<file path="src/sv/imf_pkg.sv">
`timescale 1ns / 1ps
`default_nettype none

package imf_pkg;

    // Defaults for the top level parameters
    localparam int MAX_WIDTH_DEF  = 1024;
    localparam int MAX_HEIGHT_DEF = 4096;
    localparam int PIXEL_BITS_DEF = 8;

    // Register widths
    localparam int WIDTH_REG_BITS  = 11;
    localparam int HEIGHT_REG_BITS = 13;
    localparam int MODE_BITS       = 2;
    localparam int CFG_DATA_BITS   = 13;
    localparam int CFG_INDEX_BITS  = 2;

    localparam logic [WIDTH_REG_BITS-1:0]  WIDTH_RESET  = WIDTH_REG_BITS'(1024);
    localparam logic [HEIGHT_REG_BITS-1:0] HEIGHT_RESET = HEIGHT_REG_BITS'(1024);

    typedef enum logic [CFG_INDEX_BITS-1:0] {
        CFG_IMAGE_WIDTH  = 2'd0,
        CFG_IMAGE_HEIGHT = 2'd1,
        CFG_WINDOW_MODE  = 2'd2
    } cfg_index_t;

    // Window modes; the unused code behaves as pass through
    localparam logic [MODE_BITS-1:0] MODE_PASS   = 2'd0;
    localparam logic [MODE_BITS-1:0] MODE_CROSS  = 2'd1;
    localparam logic [MODE_BITS-1:0] MODE_SQUARE = 2'd2;
    localparam logic [MODE_BITS-1:0] MODE_RESET  = MODE_SQUARE;

    localparam int WIN_TAPS    = 9;
    localparam int QUEUE_DEPTH = 4;

    typedef struct packed {
        logic row_end;
        logic frame_end;
        logic last_of_item;
    } res_flags_t;

    // Which of the two possible results of one item are pushed
    typedef struct packed {
        logic first;
        logic second;
    } push_t;

endpackage

`default_nettype wire

</file>
<file path="src/sv/imf_out_queue.sv">
`timescale 1ns / 1ps
`default_nettype none

module imf_out_queue
    import imf_pkg::*;
#(
    parameter int PB     = PIXEL_BITS_DEF,
    parameter int DATA_W = ((PIXEL_BITS_DEF + 7) / 8) * 8
)(
    input  logic              clk,
    input  logic              rst_n,
    input  push_t             push,
    input  logic [PB-1:0]     data0,
    input  res_flags_t        flags0,
    input  logic [PB-1:0]     data1,
    input  res_flags_t        flags1,
    output logic              room,
    output logic              m_tvalid,
    input  logic              m_tready,
    output logic [DATA_W-1:0] m_tdata,
    output logic              m_tlast,
    output logic [1:0]        m_tuser
);

    localparam int PW = $clog2(QUEUE_DEPTH);
    localparam int CW = $clog2(QUEUE_DEPTH + 1);
    localparam int EW = PB + $bits(res_flags_t);

    logic [EW-1:0] entry_reg [QUEUE_DEPTH];
    logic [PW-1:0] wr_ptr_reg, wr_ptr_next;
    logic [PW-1:0] rd_ptr_reg, rd_ptr_next;
    logic [CW-1:0] count_reg, count_next;
    logic [EW-1:0] e0, e1;
    logic [EW-1:0] head;
    logic [1:0]    n_push;
    logic          pop;
    res_flags_t    head_flags;

    assign e0     = push.first ? {flags0, data0} : {flags1, data1};
    assign e1     = {flags1, data1};
    assign n_push = {1'b0, push.first} + {1'b0, push.second};
    assign pop    = m_tvalid && m_tready;
    // two free slots needed before the next item may finish
    assign room   = (count_reg <= CW'(QUEUE_DEPTH - 2));

    always_ff @(posedge clk)
    begin
        if (n_push != 2'd0)
        begin
            entry_reg[wr_ptr_reg] <= e0;
        end
        if (n_push == 2'd2)
        begin
            entry_reg[wr_ptr_reg + PW'(1)] <= e1;
        end
    end

    always_comb
    begin
        wr_ptr_next = wr_ptr_reg + PW'(n_push);
        rd_ptr_next = pop ? (rd_ptr_reg + PW'(1)) : rd_ptr_reg;
        count_next  = count_reg + CW'(n_push) - CW'(pop);
    end

    always_ff @(posedge clk or negedge rst_n)
    begin
        if (!rst_n)
        begin
            wr_ptr_reg <= '0;
            rd_ptr_reg <= '0;
            count_reg  <= '0;
        end
        else
        begin
            wr_ptr_reg <= wr_ptr_next;
            rd_ptr_reg <= rd_ptr_next;
            count_reg  <= count_next;
        end
    end

    assign head       = entry_reg[rd_ptr_reg];
    assign head_flags = head[EW-1:PB];
    assign m_tvalid   = (count_reg != '0);
    assign m_tdata    = DATA_W'(head[PB-1:0]);
    assign m_tlast    = head_flags.row_end;
    assign m_tuser    = {head_flags.last_of_item, head_flags.frame_end};

endmodule

`default_nettype wire

</file>
<file path="config.mk">
export PLATFORM = sky130hd
export DESIGN_NAME = imf_out_queue
export DESIGN_NICKNAME = d
export VERILOG_FILES = /design/src/sv/imf_pkg.sv /design/src/sv/imf_out_queue.sv
export SDC_FILE = /design/constraint.sdc
export NUM_CORES = 1
export LEC_CHECK = 0
export ABC_AREA = 0
export BUFFER_PORTS_ARGS = -buffer_cell sky130_fd_sc_hd__buf_2
export CAP_MARGIN = 20
export CORE_ASPECT_RATIO = 2
export CORE_UTILIZATION = 45
export DETAILED_ROUTE_END_ITERATION = 16
export PLACE_DENSITY = 0.7
export SYNTH_ARGS = -nofsm -noshare
export SYNTH_HDL_FRONTEND = slang
export SYNTH_SLANG_ARGS = --single-unit
</file>
<file path="constraint.sdc">
create_clock -name clk -period 2.45 [get_ports clk]
set_input_delay 0.245 -clock clk [delete_from_list [all_inputs] [get_ports clk]]
set_output_delay 0.245 -clock clk [all_outputs]
set_load 0.02 [all_outputs]
</file>
---- Yosys cells after proc, flatten, opt, wreduce, memory -nomap -nowiden ----
Memories as Yosys holds them, arrays and structs flattened.
Index checks and enable logic that the tools add are counted.
cells by class
  eq/ne operators ......................... 1
  reduce and logical (&&, ||, !) cells .... 3
  multiplexer cells ....................... 5
  magnitude comparators ................... 1
  $add $sub $neg .......................... 6
operators by type and width
  operator               number
  $mux W11               1
  $add A2 B1 Y2 const B  2
  $mux W1                4
  $add A3 B2 Y3          1
  $le A3 B2 Y1 const B   1
  $reduce_bool A3 Y1     1
  $sub A3 B1 Y3          1
  $add A1 B1 Y2          1
  $add A2 B2 Y2          1
  $eq A2 B2 Y1 const B   1
  $reduce_bool A2 Y1     1
  $logic_and A1 B1 Y1    1
storage, ports and cells
  bits in writable memories ............... 44
  memories ................................ 1
  register bits after elaboration ......... 7
  input port bits ......................... 27
memories
  name       words  width  rd ports  clocked after memory_dff  wr ports  RTL line             RTL
  entry_reg  4      11     1         0                         2         imf_out_queue.sv:29  logic [EW-1:0] entry_reg [QUEUE_DEPTH];

---- Logic depth before layout (Yosys ltp) ----
  word-level depth ........................ 4
  mapped depth ............................ 11
  mapped depth without buffers ............ 10

---- Least setup slack after synthesis ----
OpenSTA, ideal clock, no wires.
  kind .................................... in2reg
  from .................................... input port push[1] (netlist name)
  to ...................................... register count_reg[2]
  stages .................................. 11
  path slack .............................. 0.462 ns
  library setup time ...................... 0.124 ns
  data arrival time ....................... 1.864 ns
  required time ........................... 2.326 ns
  cell sequence ........................... buf_2 -> inv_1 -> ha_1 -> inv_1 -> ha_1 -> inv_1 -> ha_1 -> inv_1 -> fa_1 -> xor2_1 -> xnor2_1
between the ends
  word-level cells in the longest chain between the ends .. 3
RTL lines
  item                     RTL line             RTL
  from (decl)              imf_out_queue.sv:12  input push_t push,
  $add A1 B1 Y2            imf_out_queue.sv:41  assign n_push = {1'b0, push.first} + {1'b0, push.second};
  $add A3 B2 Y3            imf_out_queue.sv:62  count_next = count_reg + CW'(n_push) - CW'(pop);
  $sub A3 B1 Y3            imf_out_queue.sv:62
  named net count_next[2]  imf_out_queue.sv:32  logic [CW-1:0] count_reg, count_next;
  to (signal assigned)     imf_out_queue.sv:77  count_reg <= count_next;
  to (decl)                imf_out_queue.sv:32
The timed path passes the listed nets, and every way through them passes these cells.
A chain may end at the register's enable or synchronous reset.

---- Worst setup path in the final report ----
  from .................................... register rd_ptr_reg[0]
  to ...................................... output port m_tuser[0]
between the ends
  word-level cells in the longest chain between the ends .. 1
RTL lines
  item                    RTL line             RTL
  from (decl)             imf_out_queue.sv:31  logic [PW-1:0] rd_ptr_reg, rd_ptr_next;
  from (signal assigned)  imf_out_queue.sv:76  rd_ptr_reg <= rd_ptr_next;
  $mem_v2 Z4 W11          -
  to (decl)               imf_out_queue.sv:22  output logic [1:0] m_tuser
No other way between the ends.

==> results.tsv <==
metric	value	unit
synth top area cells	edfxtp_1 (45%), o221ai_2 (10%), o221ai_1 (7.2%), mux4_2 (6.2%), dfrtp_1 (6.0%)	
Sw Share	36.73	%
final hold vios	0	
Layout Nets	281	
# setup viols final	0	
most frequent cells after synthesis	edfxtp_1 (44), o221ai_1 (24), nand2_1 (23), nand2b_1 (23), o221ai_2 (20)	
largest net degree at the start of global routing	23	
Warnings, synthesis	0	
Highest Clock Rate	0.4733	GHz
chip height	115.7	um
Largest register FFs	44	
WL final	6.158	mm
grt total ovfl	0	
CP arrival	1.87	ns
largest area contributor in the netlist	edfxtp_1	
detail-routed via count per cell	5.838	
Seq cells post-synth	51	
initial antenna violation count	0	
clock-pin slew on the worst setup and hold paths	0.06	ns
RSZ-0062 raised after global routing	false	
Core Rows	41	
Mapped Avg Cell Area	14.26	um^2
synth unique cells	31	
Pins Over Slew Limit	0	
Req. time, crit path	2.20	ns
Die W	58.86	um
Area Growth Syn to Fin	14.32	%
CP Max Fanout	8	
# diodes	0	
Post-Syn Instances	204	
Synth Cell Area	2909	um^2
number of buffers created by CTS	5	
first-pass GRT wire length	10.21	mm
Clock Skew	0.002956	ns
IO buf count	39	
Post-synth EDFFs	44	
maxcap violations	0	
register share of total power	41.3	%
TritonCTS clock tree	built	
fin util	53.14	%
post-DP HPWL	4.375	mm
combinational fraction of design power	40.9	%
NetSw	1.367	mW
routed len/inst	18.44	um
Power Density	1119	nW/um^2
syn_nets	238	
Starting Density	46.48	%
clk buf depth	2	
Tot Pwr	3.721	mW
top cell type's share of synthesized area	45.42	%
crit-path max cell delay	0.60	ns
Async SR Flop Fraction	13.73	%
leading cell type by number of instances after synthesis	edfxtp_1	
slowest CP cell	dfrtp_1	
Clk Tree Root Cell	clkbuf_16	
CP Cell Sequence	buf_4 -> mux4_2 -> buf_2	
drt drc	0	
crit start category	flip-flop	
DIE AREA	6810	um^2
HP Class	in2reg	
leakage	1.227	nW
final setup TNS	0	ns
post-CTS resize count	0	
vias in the first global route	2090	
number of fill cells	597	
VDD IR max	0.0008467	V
core area	6259	um^2
share of post-route cells with drive strength above 1	35.48	%
Worst-Skew Late Latency	0.29	ns
Crit. End Element	primary output	
internal power	2.354	mW
gr usage total	20.83	%
io pins	40	
Seq/Total Area, Yosys	51.44	%
total number of vias	1950	
Max H-tree Level	2	
drt first pass iters	4	
outcome	finished clean	
time the worst path needs with I/O delays and setup	2.113	ns
slew of the pin with the lowest slew margin	0.5637	ns
CTS sink count	51	
Post-DRT Antenna Nets	0	
RD Place Congestion	0.7916	
postcts setup bufs	0	
Crit Path Class	reg2out	
initial detailed-routing violation count	113	
final worst path period share	86.24	%
clock share of power	17.8	%
Synth Flop Type	edfxtp_1	
Max-slew headroom	62.42	%
-- critical path: cells and delay by family (launching register included) --
kind                   cells  cell delay [ns]
buffers and inverters      2             0.45
DFF                        1             0.60
muxes                      1             0.52
-- routing by layer --
metal,vias to the layer above,routed length (um),part of all wire (%),track usage [%]
li1,915,-,-,-
met1,969,2217,36,22.68
met2,55,3566,58,37.65
met3,11,243,3.9,3.460
met4,0,130,2.1,10.48
met5,-,0,0,0
-- power groups by stage --
stage | combinational (mW) | sequential [mW] | clock, mW
floorplan | 1.22 | 1.43 | 0
global placement | 1.52 | 1.55 | 0
detailed placement | 1.54 | 1.56 | 0
CTS | 1.55 | 1.54 | 0.669
global route | 1.65 | 1.59 | 0.704
finish | 1.52 | 1.54 | 0.662
-- cell families after synthesis --
family | count (synthesis) | synth area share [%]
simple gates | 55 | 10.15
flops | 51 | 51.44
compound gates | 50 | 19.01
buf+inv | 24 | 5.419
mux | 11 | 8.903
fa+ha+maj | 7 | 3.269
xor+xnor | 6 | 1.806
-- path summary, 6_finish.rpt --
path                       slack, ns  cells past startpoint       endpoint           from
max                             0.34                      3     m_tuser[0]  rd_ptr_reg[0]
min                             0.30                      3  rd_ptr_reg[1]       m_tready
max reg2reg                     0.39                      8   count_reg[2]   count_reg[2]
min reg2reg                     0.55                      1   count_reg[2]   count_reg[2]
max in group asynchronous       1.97                      2  wr_ptr_reg[1]          rst_n
min in group asynchronous       0.32                      2   count_reg[1]          rst_n
-- what timing repair did --
| item | CTS | global route |
|---|---|---|
| setup endpoints to repair | 0 | 0 |
| hold buffers | 1 | 0 |
| hold endpoints to repair | 7 | 0 |
-- stage by stage --
step / hold WS, ns / area [um^2] / instances / setup WS [ns]
after detailed placement: 0.09096 / 3174 / 325 / 0.2893
after floorplan: -0.05059 / 2909 / 204 / 0.4624
after global routing: 0.3303 / 3326 / 334 / 0.2476
after global placement: 0.09024 / 3174 / 325 / 0.3504
final: 0.2959 / 3326 / 334 / 0.3372
after CTS: 0.2985 / 3326 / 334 / 0.3075
-- layout by cell type, fill, tap and decap left out --
cell / instances
a21boi_1: 1
a21o_1: 1
a21oi_1: 2
and3_1: 1
and3b_1: 2
buf_2: 39
buf_4: 12
clkbuf_1: 1
clkbuf_16: 5
clkinv_2: 1
clkinvlp_4: 1
dfrtp_1: 7
dlygate4sd3_1: 1
edfxtp_1: 44
fa_1: 1
ha_1: 6
inv_1: 8
mux4_1: 3
mux4_2: 8
nand2_1: 23
nand2b_1: 23
nor2_1: 1
nor3_1: 1
nor3b_2: 1
o221ai_1: 24
o221ai_2: 20
o311ai_0: 1
o31a_1: 1
or2_2: 1
or2b_1: 1
or3_1: 1
xnor2_1: 4
xor2_1: 2
-- final cells by class --
type                            instances  area (um^2)  area share [%]
Sequential cell                        51         1496           45.00
Multi-Input combinational cell        129         1255           37.74
Timing Repair Buffer                   52        295.3           8.879
Clock buffer                            6        128.9           3.875
Tap cell                               86        107.6           3.236
Inverter                                8        30.03          0.9029
Clock inverter                          2        12.51          0.3762
Power figures use the tool's default switching activity.
