**src/sv/imf_pkg.sv**
```systemverilog
`timescale 1ns / 1ps
`default_nettype none

package imf_pkg;

    // Defaults for the top level parameters
    localparam int MAX_WIDTH_DEF  = 1024;
    localparam int MAX_HEIGHT_DEF = 4096;
    localparam int PIXEL_BITS_DEF = 8;

    // Register widths
    localparam int WIDTH_REG_BITS  = 11;
    localparam int HEIGHT_REG_BITS = 13;
    localparam int MODE_BITS       = 2;
    localparam int CFG_DATA_BITS   = 13;
    localparam int CFG_INDEX_BITS  = 2;

    localparam logic [WIDTH_REG_BITS-1:0]  WIDTH_RESET  = WIDTH_REG_BITS'(1024);
    localparam logic [HEIGHT_REG_BITS-1:0] HEIGHT_RESET = HEIGHT_REG_BITS'(1024);

    typedef enum logic [CFG_INDEX_BITS-1:0] {
        CFG_IMAGE_WIDTH  = 2'd0,
        CFG_IMAGE_HEIGHT = 2'd1,
        CFG_WINDOW_MODE  = 2'd2
    } cfg_index_t;

    // Window modes; the unused code behaves as pass through
    localparam logic [MODE_BITS-1:0] MODE_PASS   = 2'd0;
    localparam logic [MODE_BITS-1:0] MODE_CROSS  = 2'd1;
    localparam logic [MODE_BITS-1:0] MODE_SQUARE = 2'd2;
    localparam logic [MODE_BITS-1:0] MODE_RESET  = MODE_SQUARE;

    localparam int WIN_TAPS    = 9;
    localparam int QUEUE_DEPTH = 4;

    typedef struct packed {
        logic row_end;
        logic frame_end;
        logic last_of_item;
    } res_flags_t;

    // Which of the two possible results of one item are pushed
    typedef struct packed {
        logic first;
        logic second;
    } push_t;

endpackage

`default_nettype wire

```
**src/sv/imf_median.sv**
```systemverilog
`timescale 1ns / 1ps
`default_nettype none

module imf_median
    import imf_pkg::*;
#(
    parameter int PB = PIXEL_BITS_DEF
)(
    input  logic [MODE_BITS-1:0] mode,
    input  logic [PB-1:0]        win [WIN_TAPS],
    output logic [PB-1:0]        med
);

    // returns {max, min}
    function automatic logic [2*PB-1:0] cas(input logic [PB-1:0] a, input logic [PB-1:0] b);
        return (a > b) ? {a, b} : {b, a};
    endfunction

    logic [PB-1:0] p [WIN_TAPS];
    logic [PB-1:0] q [5];
    logic [PB-1:0] med9;
    logic [PB-1:0] med5;

    // 19 compare-exchange median-of-9 network
    always_comb
    begin
        for (int k = 0; k < WIN_TAPS; k++)
        begin
            p[k] = win[k];
        end
        {p[2], p[1]} = cas(p[1], p[2]);
        {p[5], p[4]} = cas(p[4], p[5]);
        {p[8], p[7]} = cas(p[7], p[8]);
        {p[1], p[0]} = cas(p[0], p[1]);
        {p[4], p[3]} = cas(p[3], p[4]);
        {p[7], p[6]} = cas(p[6], p[7]);
        {p[2], p[1]} = cas(p[1], p[2]);
        {p[5], p[4]} = cas(p[4], p[5]);
        {p[8], p[7]} = cas(p[7], p[8]);
        {p[3], p[0]} = cas(p[0], p[3]);
        {p[8], p[5]} = cas(p[5], p[8]);
        {p[7], p[4]} = cas(p[4], p[7]);
        {p[6], p[3]} = cas(p[3], p[6]);
        {p[4], p[1]} = cas(p[1], p[4]);
        {p[5], p[2]} = cas(p[2], p[5]);
        {p[7], p[4]} = cas(p[4], p[7]);
        {p[2], p[4]} = cas(p[4], p[2]);
        {p[4], p[6]} = cas(p[6], p[4]);
        {p[2], p[4]} = cas(p[4], p[2]);
        med9 = p[4];
    end

    // cross: top, left, centre, right, bottom (window index is col*3+row)
    always_comb
    begin
        q[0] = win[3];
        q[1] = win[1];
        q[2] = win[4];
        q[3] = win[7];
        q[4] = win[5];
        {q[1], q[0]} = cas(q[0], q[1]);
        {q[4], q[3]} = cas(q[3], q[4]);
        {q[3], q[0]} = cas(q[0], q[3]);
        {q[4], q[1]} = cas(q[1], q[4]);
        {q[2], q[1]} = cas(q[1], q[2]);
        {q[3], q[2]} = cas(q[2], q[3]);
        {q[2], q[1]} = cas(q[1], q[2]);
        med5 = q[2];
    end

    always_comb
    begin
        case (mode)
            MODE_CROSS:  med = med5;
            MODE_SQUARE: med = med9;
            default:     med = win[4];
        endcase
    end

endmodule

`default_nettype wire

```
**config.mk**
```make
export PLATFORM = sky130hd
export DESIGN_NAME = imf_median
export DESIGN_NICKNAME = d
export VERILOG_FILES = /design/src/sv/imf_pkg.sv /design/src/sv/imf_median.sv
export SDC_FILE = /design/constraint.sdc
export NUM_CORES = 1
export LEC_CHECK = 0
export BUFFER_PORTS_ARGS = -buffer_cell sky130_fd_sc_hd__buf_2
export CAP_MARGIN = 20
export CORE_ASPECT_RATIO = 1.25
export CORE_MARGIN = 10
export CORE_UTILIZATION = 65
export DETAILED_ROUTE_END_ITERATION = 16
export PLACE_DENSITY_LB_ADDON = 0.3
export SYNTH_ARGS = -nofsm -noshare
export SYNTH_HDL_FRONTEND = slang
export SYNTH_SLANG_ARGS = --single-unit
```
**constraint.sdc**
```tcl
create_clock -name vclk -period 63.4
set_clock_uncertainty 0.1 [all_clocks]
set_input_delay 12.68 -clock vclk [all_inputs]
set_output_delay 12.68 -clock vclk [all_outputs]
set_load 0.05 [all_outputs]
```
Yosys cells after proc, flatten, opt, wreduce, memory -nomap -nowiden:

Index checks and enable logic that the tools add are counted.

* output and inout bits: 8
* input bits: 74
* register bits: 0

* $lt $le $gt $ge: 26
* muxes and demuxes: 27
* eq/ne operators: 2

Operator list (number)
* 16-bit two-way mux: 20
* 8-bit greater-than comparator: 26
* 8-bit two-way mux: 6
* 8-bit case mux with 2 select lines: 1
* 2-bit by 1-bit == test with 1-bit output (second input constant): 1
* 2-bit == test (second input constant): 1

Longest topological paths before layout:

Gate-level depths: netlist (run 1).

* depth after elaboration: 19
* depth in mapped cells: 107
* depth with buffers taken out: 96

Worst setup path after synthesis (run 1):

OpenSTA, ideal clock, no wires.

* kind: input port to output port
* from: in win[25] in the netlist's numbering
* to: out med[2]
* required time: 50620 ps
* arrival: 30030 ps
* stages: 101
* setup slack: 20590 ps
* cells stage by stage: inv_1 > ha_1 > nor2b_1 > o211ai_2 > a21oi_1 > o21ai_2 > clkbuf_1 > nand2_1 > o21ai_0 > inv_1 > ha_1 > nand4_1 > o21ai_0 > and3b_1 > o22ai_1 > o211ai_2 > clkbuf_1 > mux2i_1 > [... 65 more ...] > o21ai_0 > o31a_1 > or2_2 > buf_1 > o221ai_2 > inv_1 > ha_1 > nor2b_1 > o21a_1 > o21ai_0 > nand2b_1 > a21oi_1 > nor2_1 > a211oi_1 > a21oi_1 > nor2b_1 > nand3b_1 > a32oi_1

* cells in the longest elaborated chain, start to end: 19
* elaborated cells between the ends (all ways): 39
* those cells by class: order compare (19); mux (20)

RTL lines
* start: declaration: RTL line imf_median.sv:10 `input logic [PB-1:0] win [WIN_TAPS],`
* 8-bit greater-than comparator: RTL line imf_median.sv:16 `return (a > b) ? {a, b} : {b, a};`
* 16-bit two-way mux: RTL line imf_median.sv:16
* 8-bit greater-than comparator: RTL line imf_median.sv:16
* 16-bit two-way mux: RTL line imf_median.sv:16
* 8-bit greater-than comparator: RTL line imf_median.sv:16
* 16-bit two-way mux: RTL line imf_median.sv:16
* 8-bit greater-than comparator: RTL line imf_median.sv:16
* 16-bit two-way mux: RTL line imf_median.sv:16
* [... 3 more ...]
* 8-bit two-way mux: RTL line imf_median.sv:16
* 8-bit greater-than comparator: RTL line imf_median.sv:16
* 16-bit two-way mux: RTL line imf_median.sv:16
* 8-bit greater-than comparator: RTL line imf_median.sv:16
* 16-bit two-way mux: RTL line imf_median.sv:16
* 8-bit greater-than comparator: RTL line imf_median.sv:16
* 8-bit two-way mux: RTL line imf_median.sv:16
* 8-bit case mux with 2 select lines *: RTL line imf_median.sv:73 `case (mode)`
* end: declaration: RTL line imf_median.sv:11 `output logic [PB-1:0] med`

Mark *: on every way between the ends. The rest lies on a longest branch, timed or not.

Final worst setup path (run 1):

* from: in win[25] in the netlist's numbering
* to: out med[1]

Same word-level chain as after synthesis.

==> run metrics, run 1 <==
relative slew slack 28.0%; number of placed I/O pins 82; antenna viol nets, final 0; initial antenna violation count 0; slowest CP cell o31ai_4; Die Y 153 um; clock buf count 0; Crit Path Category in -> out; CP Capture Type primary output; mapped cell area 9160 um^2; Synthesized Nets 1552; Die Width 126 um; outcome complete, no violations; Initial DRT Pass Iterations 5; crit path max fanout 32; commonest cells after routing, fill and taps aside 206 x ha_1, 152 x inv_1, 136 x mux2i_1, 112 x a21oi_1, 95 x nand2_1; post_cts resized 0; Post-CTS Setup Bufs 0; Yosys cell types 69; CORE AREA 13800 um^2; Critical Path RT 50.62 ns; Final Cycle Share 71.3%; CP startpoint kind primary input; Hold Buf Count CTS 0; Final Max Tran Viols 0; # Max-Cap Violations 0; grt total ovfl 0; std cell rows 48; fmax 0.0221 GHz; syn avg cell area 7.20 um^2; final WL 28.5 mm; dpl hpwl 24.3 mm; PortBufs 82; dominant cell type by area after synthesis ha_1; starting density of the core 66.3%; sequential fraction of the synthesis area 0%; most common cell after layout, fill and taps aside ha_1; Met1 Wirelength 11.4 mm; final hold violations 0; filler instances 1225; Total Neg Setup Slack 0 ns; top sig layer met4; # diodes 0; routability cong. 0.995; drt wl/cell 19.1 um; min-delay src win[38]; first-pass GRT wire length 45.6 mm; initial DRC count 686; Worst Setup SP win[25]; WL met2 13.9 mm; Slowest Stage Delay on Critical Path 0.93 ns; final setup vio count 0; vias in the first global route 9355; Final #Nets 1601; Die ar. 19300 um^2; Worst Hold Class in -> out; RSZ-0062 raised after global routing no; layout cells sized above 1 12.4%; ranking of synthesized cells by area ha_1 28%, mux2i_1 15%, a21oi_1 6.2%; pin count of the biggest net entering global routing 33; final worst path period need 45.18 ns; via/cell ratio 6.48; Worst-Margin Slew 1.08 ns; seq_cells 0; Total GRT Usage 27.6%; top cell type's share of synthesized area 28.1%; drt drc 0; FF/Latch Area 0 um^2; area grow syn2layout 5.75%; Met3 Routed Length 1.88 mm; vias after detailed routing 9674; Worst Path Arrival 32.40 ns; Synth warnings 0; Synth Instances 1272
[final timing paths]
kind	endpoint	slack, ns	cells after the start
worst max-delay path	med[1]	18.22	88
worst min-delay path	med[6]	25.83	4
[cells in the mapped netlist (all sizes together), types with 34 or more instances]
cell type	number
nand2	95
a21oi	115
o21ai	103
o21a	39
nor2	78
inv	153
nand3	34
mux2	45
clkbuf	34
mux2i	137
ha	206
a21o	34
[metal layers]
| metal | GRT usage (%) | vias up |
|---|---|---|
| li1 | - | 4746 |
| met2 | 48.7 | 369 |
| met1 | 32.3 | 4467 |
| met5 | 0 | - |
| met4 | 13.0 | 0 |
| met3 | 2.89 | 92 |
[cells by family (layout without fill, tap and decap cells)]
family | after synthesis | in the layout | synth area share [%]
xor gates and xnor gates | 2 | 2 | 0.273
AOI/OAI and AO/OA | 383 | 383 | 27.1
buffers and inverters | 197 | 244 | 8.36
and+or+nand+nor | 301 | 301 | 15.4
adders and majority gates | 207 | 207 | 28.2
muxes | 182 | 182 | 20.6
[critical path, delay by kind of cell]
| family | cells | cell delay (ns) |
|---|---|---|
| and+or+nand+nor | 19 | 3.39 |
| muxes | 5 | 1.48 |
| adders and majority gates | 9 | 2.82 |
| buffers and inverters | 12 | 2.27 |
| AOI/OAI and AO/OA | 43 | 9.70 |
[through the flow]
step	hold WS, ns	instances	worst slack [ns]	util [%]	cell area [um^2]
4_1_cts	25.82	1493	18.33	70.1	9680
2_1_floorplan	25.61	1272	20.59	-	9160
5_1_grt	25.87	1494	16.72	70.1	9690
3_3_place_gp	25.81	1493	19.03	70.1	9680
3_5_place_dp	25.82	1493	18.33	70.1	9680
6_report	25.83	1494	18.22	70.1	9690
[area by class of cell]
class | instances | area (um^2) | area share, %
timing repair buffer | 90 | 470 | 4.86
multi-input combinational | 1075 | 8420 | 86.9
inverter | 154 | 578 | 5.97
tap | 175 | 219 | 2.26
Power of run 1 is not shown: default switching activity piles up to over one toggle a cycle in this logic, so the estimate is an artifact.
==> inputs of run 2 (changes only) <==
- CORE_UTILIZATION: 65 -> 58
- clock period: 63.4 -> 40.6 ns (I/O delays scaled with it)
==> run 2 against run 1 <==
Against the previous run:
- sequential share of layout area unchanged
- non-clock buffer count did not move
- clock-buffer cell count stayed put
- worst hold slack lost 9.1 ns
- highest routed layer unchanged
- critical path depth is 3 higher
- design area rose by 0.48%
- die area grew 10%
- flip-flop and latch count unchanged
- global-route usage shrank 3.0 points
- first-iteration DRC count is 7.9% higher
- critical endpoint is now med[0]
- critical path type unchanged
- final cell count up 2.5%
==> run metrics, run 2 (synthesis gave the netlist of run 1 again) <==
outcome complete, no violations; final WL 28.0 mm (-1.6%); met1 Usage GRT 29.4% (-2.9 points); FF/Latch Area 0 um^2 (unchanged); CORE AREA 15600 um^2 (+13%); Die Y 161 um (+5.1%); crit-path most repeated cell a21oi_1; pin count of the biggest net entering global routing 36 (+9.1%); starting density of the core 58.8% (-7.5 points); drt wl/cell 18.3 um (-4.0%); # Max-Cap Violations 0 (unchanged); Total GRT Usage 24.6% (-3.0 points); post_cts resized 0 (unchanged); slowest CP cell o31ai_4; Final Cycle Share 87.1%; number of placed I/O pins 82 (unchanged); clock buf count 0 (unchanged); # diodes 0 (unchanged); RSZ-0062 raised after global routing no; Initial DRT Pass Iterations 5 (unchanged); Worst Path Arrival 27.14 ns (-5.26 ns); Total Neg Setup Slack 0 ns (unchanged); Slowest Stage Delay on Critical Path 0.89 ns (-0.04 ns); std cell rows 51 (+6.3%); grt total ovfl 0 (unchanged); busiest grt layer met2; Final Max Tran Viols 0 (unchanged); Hold Buf Count CTS 0 (unchanged); CP startpoint kind primary input; via/cell ratio 6.18 (-4.6%); most common cell after layout, fill and taps aside ha_1; crit path max fanout 35 (+9.4%); antenna viol nets, final 0 (unchanged); Worst-Margin Slew 1.04 ns (-0.0379 ns); Post-CTS Setup Bufs 0 (unchanged); seq_cells 0 (unchanged); Die Width 132 um (+4.9%); PortBufs 82 (unchanged); met3 usage 1.72% (-1.2 points); vias in the first global route 8937 (-4.5%); routability cong. 1.01 (+1.6%); placed cells 1530 (+2.5%); commonest cells after routing, fill and taps aside 206 x ha_1, 152 x inv_1, 136 x mux2i_1, 112 x a21oi_1, 95 x nand2_1; Final #Nets 1601 (unchanged); final hold violations 0 (unchanged); Critical Path RT 32.38 ns (-18.24 ns); relative slew slack 30.5% (+2.5 points); initial DRC count 740 (+7.9%); first-pass GRT wire length 44.3 mm (-2.8%); Crit Path Category in -> out; Non-Filler Instances 1531 (+2.5%); vias after detailed routing 9459 (-2.2%); dpl hpwl 24.2 mm (-0.30%); M2 GR Usage 45.2% (-3.5 points); area grow syn2layout 6.25%; area of the multi-input gates 8420 um^2 (unchanged); drt drc 0 (unchanged); filler instances 1493 (+22%); Die ar. 21300 um^2 (+10%); CP Capture Type primary output; fmax 0.0283 GHz; final setup vio count 0 (unchanged); initial antenna violation count 0 (unchanged); layout cells sized above 1 12.4% (unchanged); post-layout util 62.5% (-7.6 points); Worst Hold Class in -> out; final worst path period need 35.36 ns
[run 2: cell counts in the layout (fill, tap and decap cells not counted)]
No cell type changed its count.
[run 2: per-stage QoR]
step	hold slack [ns]	area, um^2	worst slack (ns)
2_1_floorplan	16.49	9160	6.91
3_3_place_gp	16.70	9730	5.70
3_5_place_dp	16.70	9730	5.22
4_1_cts	16.70	9730	5.15
5_1_grt	16.73	9740	3.60
6_report	16.71	9740	5.24
[run 2: path summary, 6_finish.rpt]
check	start	end	slack, ns	cells past startpoint
max	win[25]	med[0]	5.24	91
min	win[38]	med[6]	16.71	4
[run 2: final cells by class]
type / instances / share of cell area [%]
inverter: 154 / 5.94
tap: 212 / 2.72
multi-input combinational: 1075 / 86.5
timing repair buffer: 90 / 4.83
[run 2: routing by layer]
metal / vias to the layer above / part of all wire [%]
met5: - / 0
met3: 77 / 4.7
li1: 4747 / -
met1: 4325 / 43
met4: 0 / 4.0
met2: 310 / 48
[run 2: critical path, delay by kind of cell]
family | cells | cell delay (ns)
buf+inv | 12 | 2.14
compound gates | 43 | 9.25
fa+ha+maj | 9 | 2.80
simple gates | 22 | 3.46
mux | 5 | 1.32
Power of run 2 is left out for the same reason.
==> inputs of run 3 (changes only) <==
- clock period: 40.6 -> 30.9 ns (I/O delays scaled with it)
==> run 3 against run 2 <==
Against the previous run:
- utilization increased by 0.98 points
- final cell count increased by 0.65%
- setup slack got worse by 4.0 ns
- global-route usage increased by 0.59 points
- flip-flop and latch count unchanged
- sequential share of layout area unchanged
- worst hold slack got worse by 3.9 ns
- non-clock buffer count increased by 9
- first-iteration DRC count increased by 3.2%
- wire length increased by 2.4%
==> run metrics, run 3 (synthesis gave the netlist of run 1 again) <==
outcome complete, no violations; min-delay src win[39]; relative slew slack 30.7% (+0.19 points); seq_cells 0 (unchanged); grt total ovfl 0 (unchanged); Critical Path RT 24.62 ns (-7.76 ns); number of placed I/O pins 82 (unchanged); via/cell ratio 6.26 (+1.4%); CP Capture Type primary output; initial antenna violation count 0 (unchanged); Worst Hold Endpoint med[7]; antenna viol nets, final 0 (unchanged); final hold violations 0 (unchanged); clock buf count 0 (unchanged); Final #Nets 1611 (+0.62%); Total Neg Setup Slack 0 ns (unchanged); initial DRC count 764 (+3.2%); Final Max Tran Viols 0 (unchanged); most common cell after layout, fill and taps aside ha_1; first-pass GRT wire length 45.3 mm (+2.3%); area grow syn2layout 7.92%; area of the multi-input gates 8490 um^2 (+0.86%); Worst Path Arrival 23.36 ns (-3.78 ns); final WL 28.7 mm (+2.4%); PortBufs 82 (unchanged); starting density of the core 58.8% (unchanged); drt wl/cell 18.6 um (+1.7%); routability cong. 0.988 (-2.2%); drt drc 0 (unchanged); # diodes 0 (unchanged); final setup vio count 0 (unchanged); vias in the first global route 9061 (+1.4%); Crit Path Category in -> out; Initial DRT Pass Iterations 6 (+1); Worst Hold Class in -> out; crit path max fanout 17 (-51%); slowest CP cell a311o_2; Die Y 161 um (unchanged); # Max-Cap Violations 0 (unchanged); Slowest Stage Delay on Critical Path 0.46 ns (-0.43 ns); Die Width 132 um (unchanged); filler instances 1479 (-0.94%); Total GRT Usage 25.2% (+0.59 points); CP startpoint kind primary input; crit-path most repeated cell a21oi_1; Die ar. 21300 um^2 (unchanged); FF/Latch Area 0 um^2 (unchanged); commonest cells after routing, fill and taps aside 206 x ha_1, 152 x inv_1, 133 x mux2i_1, 112 x a21oi_1, 95 x nand2_1; fmax 0.0337 GHz; final worst path period need 29.64 ns; Final Cycle Share 95.9%; RSZ-0062 raised after global routing no; dpl hpwl 24.7 mm (+1.9%); std cell rows 51 (unchanged); pin count of the biggest net entering global routing 31 (-14%); Worst-Margin Slew 1.04 ns (-0.00291 ns); layout cells sized above 1 13.7% (+1.3 points); Hold Path Depth 4 (unchanged); CORE AREA 15600 um^2 (unchanged); vias after detailed routing 9654 (+2.1%)
## run 3: changes by cell type in the layout (fill, tap and decap cells not counted), sizes merged
cell    previous run  this run
buf               90        99
o211ai             4         5
## run 3: repair_timing
| item | in CTS | in global routing |
|---|---|---|
| gates resized for setup | 0 | 13 |
| setup buffers | 0 | 2 |
| hold buffers | 0 | 0 |
| setup endpoints to repair | 0 | 8 |
## run 3: metal layers
metal	track usage, %	vias up	part of all wire, %
li1	-	4767	-
met1	31.0	4439	42
met2	44.6	367	48
met3	1.65	81	5.8
met4	9.57	0	4.4
met5	0	-	0
## run 3: final cells by class
type	instances	area share, %
Inverter	154	5.85
Multi-Input combinational cell	1076	85.9
Tap cell	212	2.68
Timing Repair Buffer	99	5.57
## run 3: worst max path at each step
stage | from | end | slack (ns)
finish | win[25] | med[0] | 1.26
floorplan | win[25] | med[2] | 1.09
global placement | win[25] | med[1] | 1.00
CTS | win[25] | med[1] | 0.57
detailed placement | win[25] | med[1] | 0.61
global route | win[25] | med[0] | 0.07
## run 3: metrics by stage
| step | setup WS, ns | cells | hold slack [ns] | util [%] | instance area [um^2] |
|---|---|---|---|---|---|
| 2_1_floorplan | 1.09 | 1272 | 12.61 | - | 9160 |
| 3_3_place_gp | 1.00 | 1538 | 12.82 | 62.9 | 9790 |
| 3_5_place_dp | 0.614 | 1538 | 12.82 | 62.9 | 9790 |
| 4_1_cts | 0.573 | 1538 | 12.82 | 62.9 | 9790 |
| 5_1_grt | 0.0741 | 1541 | 12.84 | 63.5 | 9890 |
| 6_report | 1.26 | 1541 | 12.83 | 63.5 | 9890 |
## run 3: worst max-delay path: cells and delay by family
| family | cells | cell delay [ns] |
|---|---|---|
| AOI/OAI and AO/OA | 48 | 8.45 |
| and+or+nand+nor | 20 | 3.02 |
| adders and majority gates | 9 | 2.60 |
| buffers and inverters | 13 | 1.86 |
| muxes | 5 | 1.22 |
Power of run 3 is left out for the same reason.
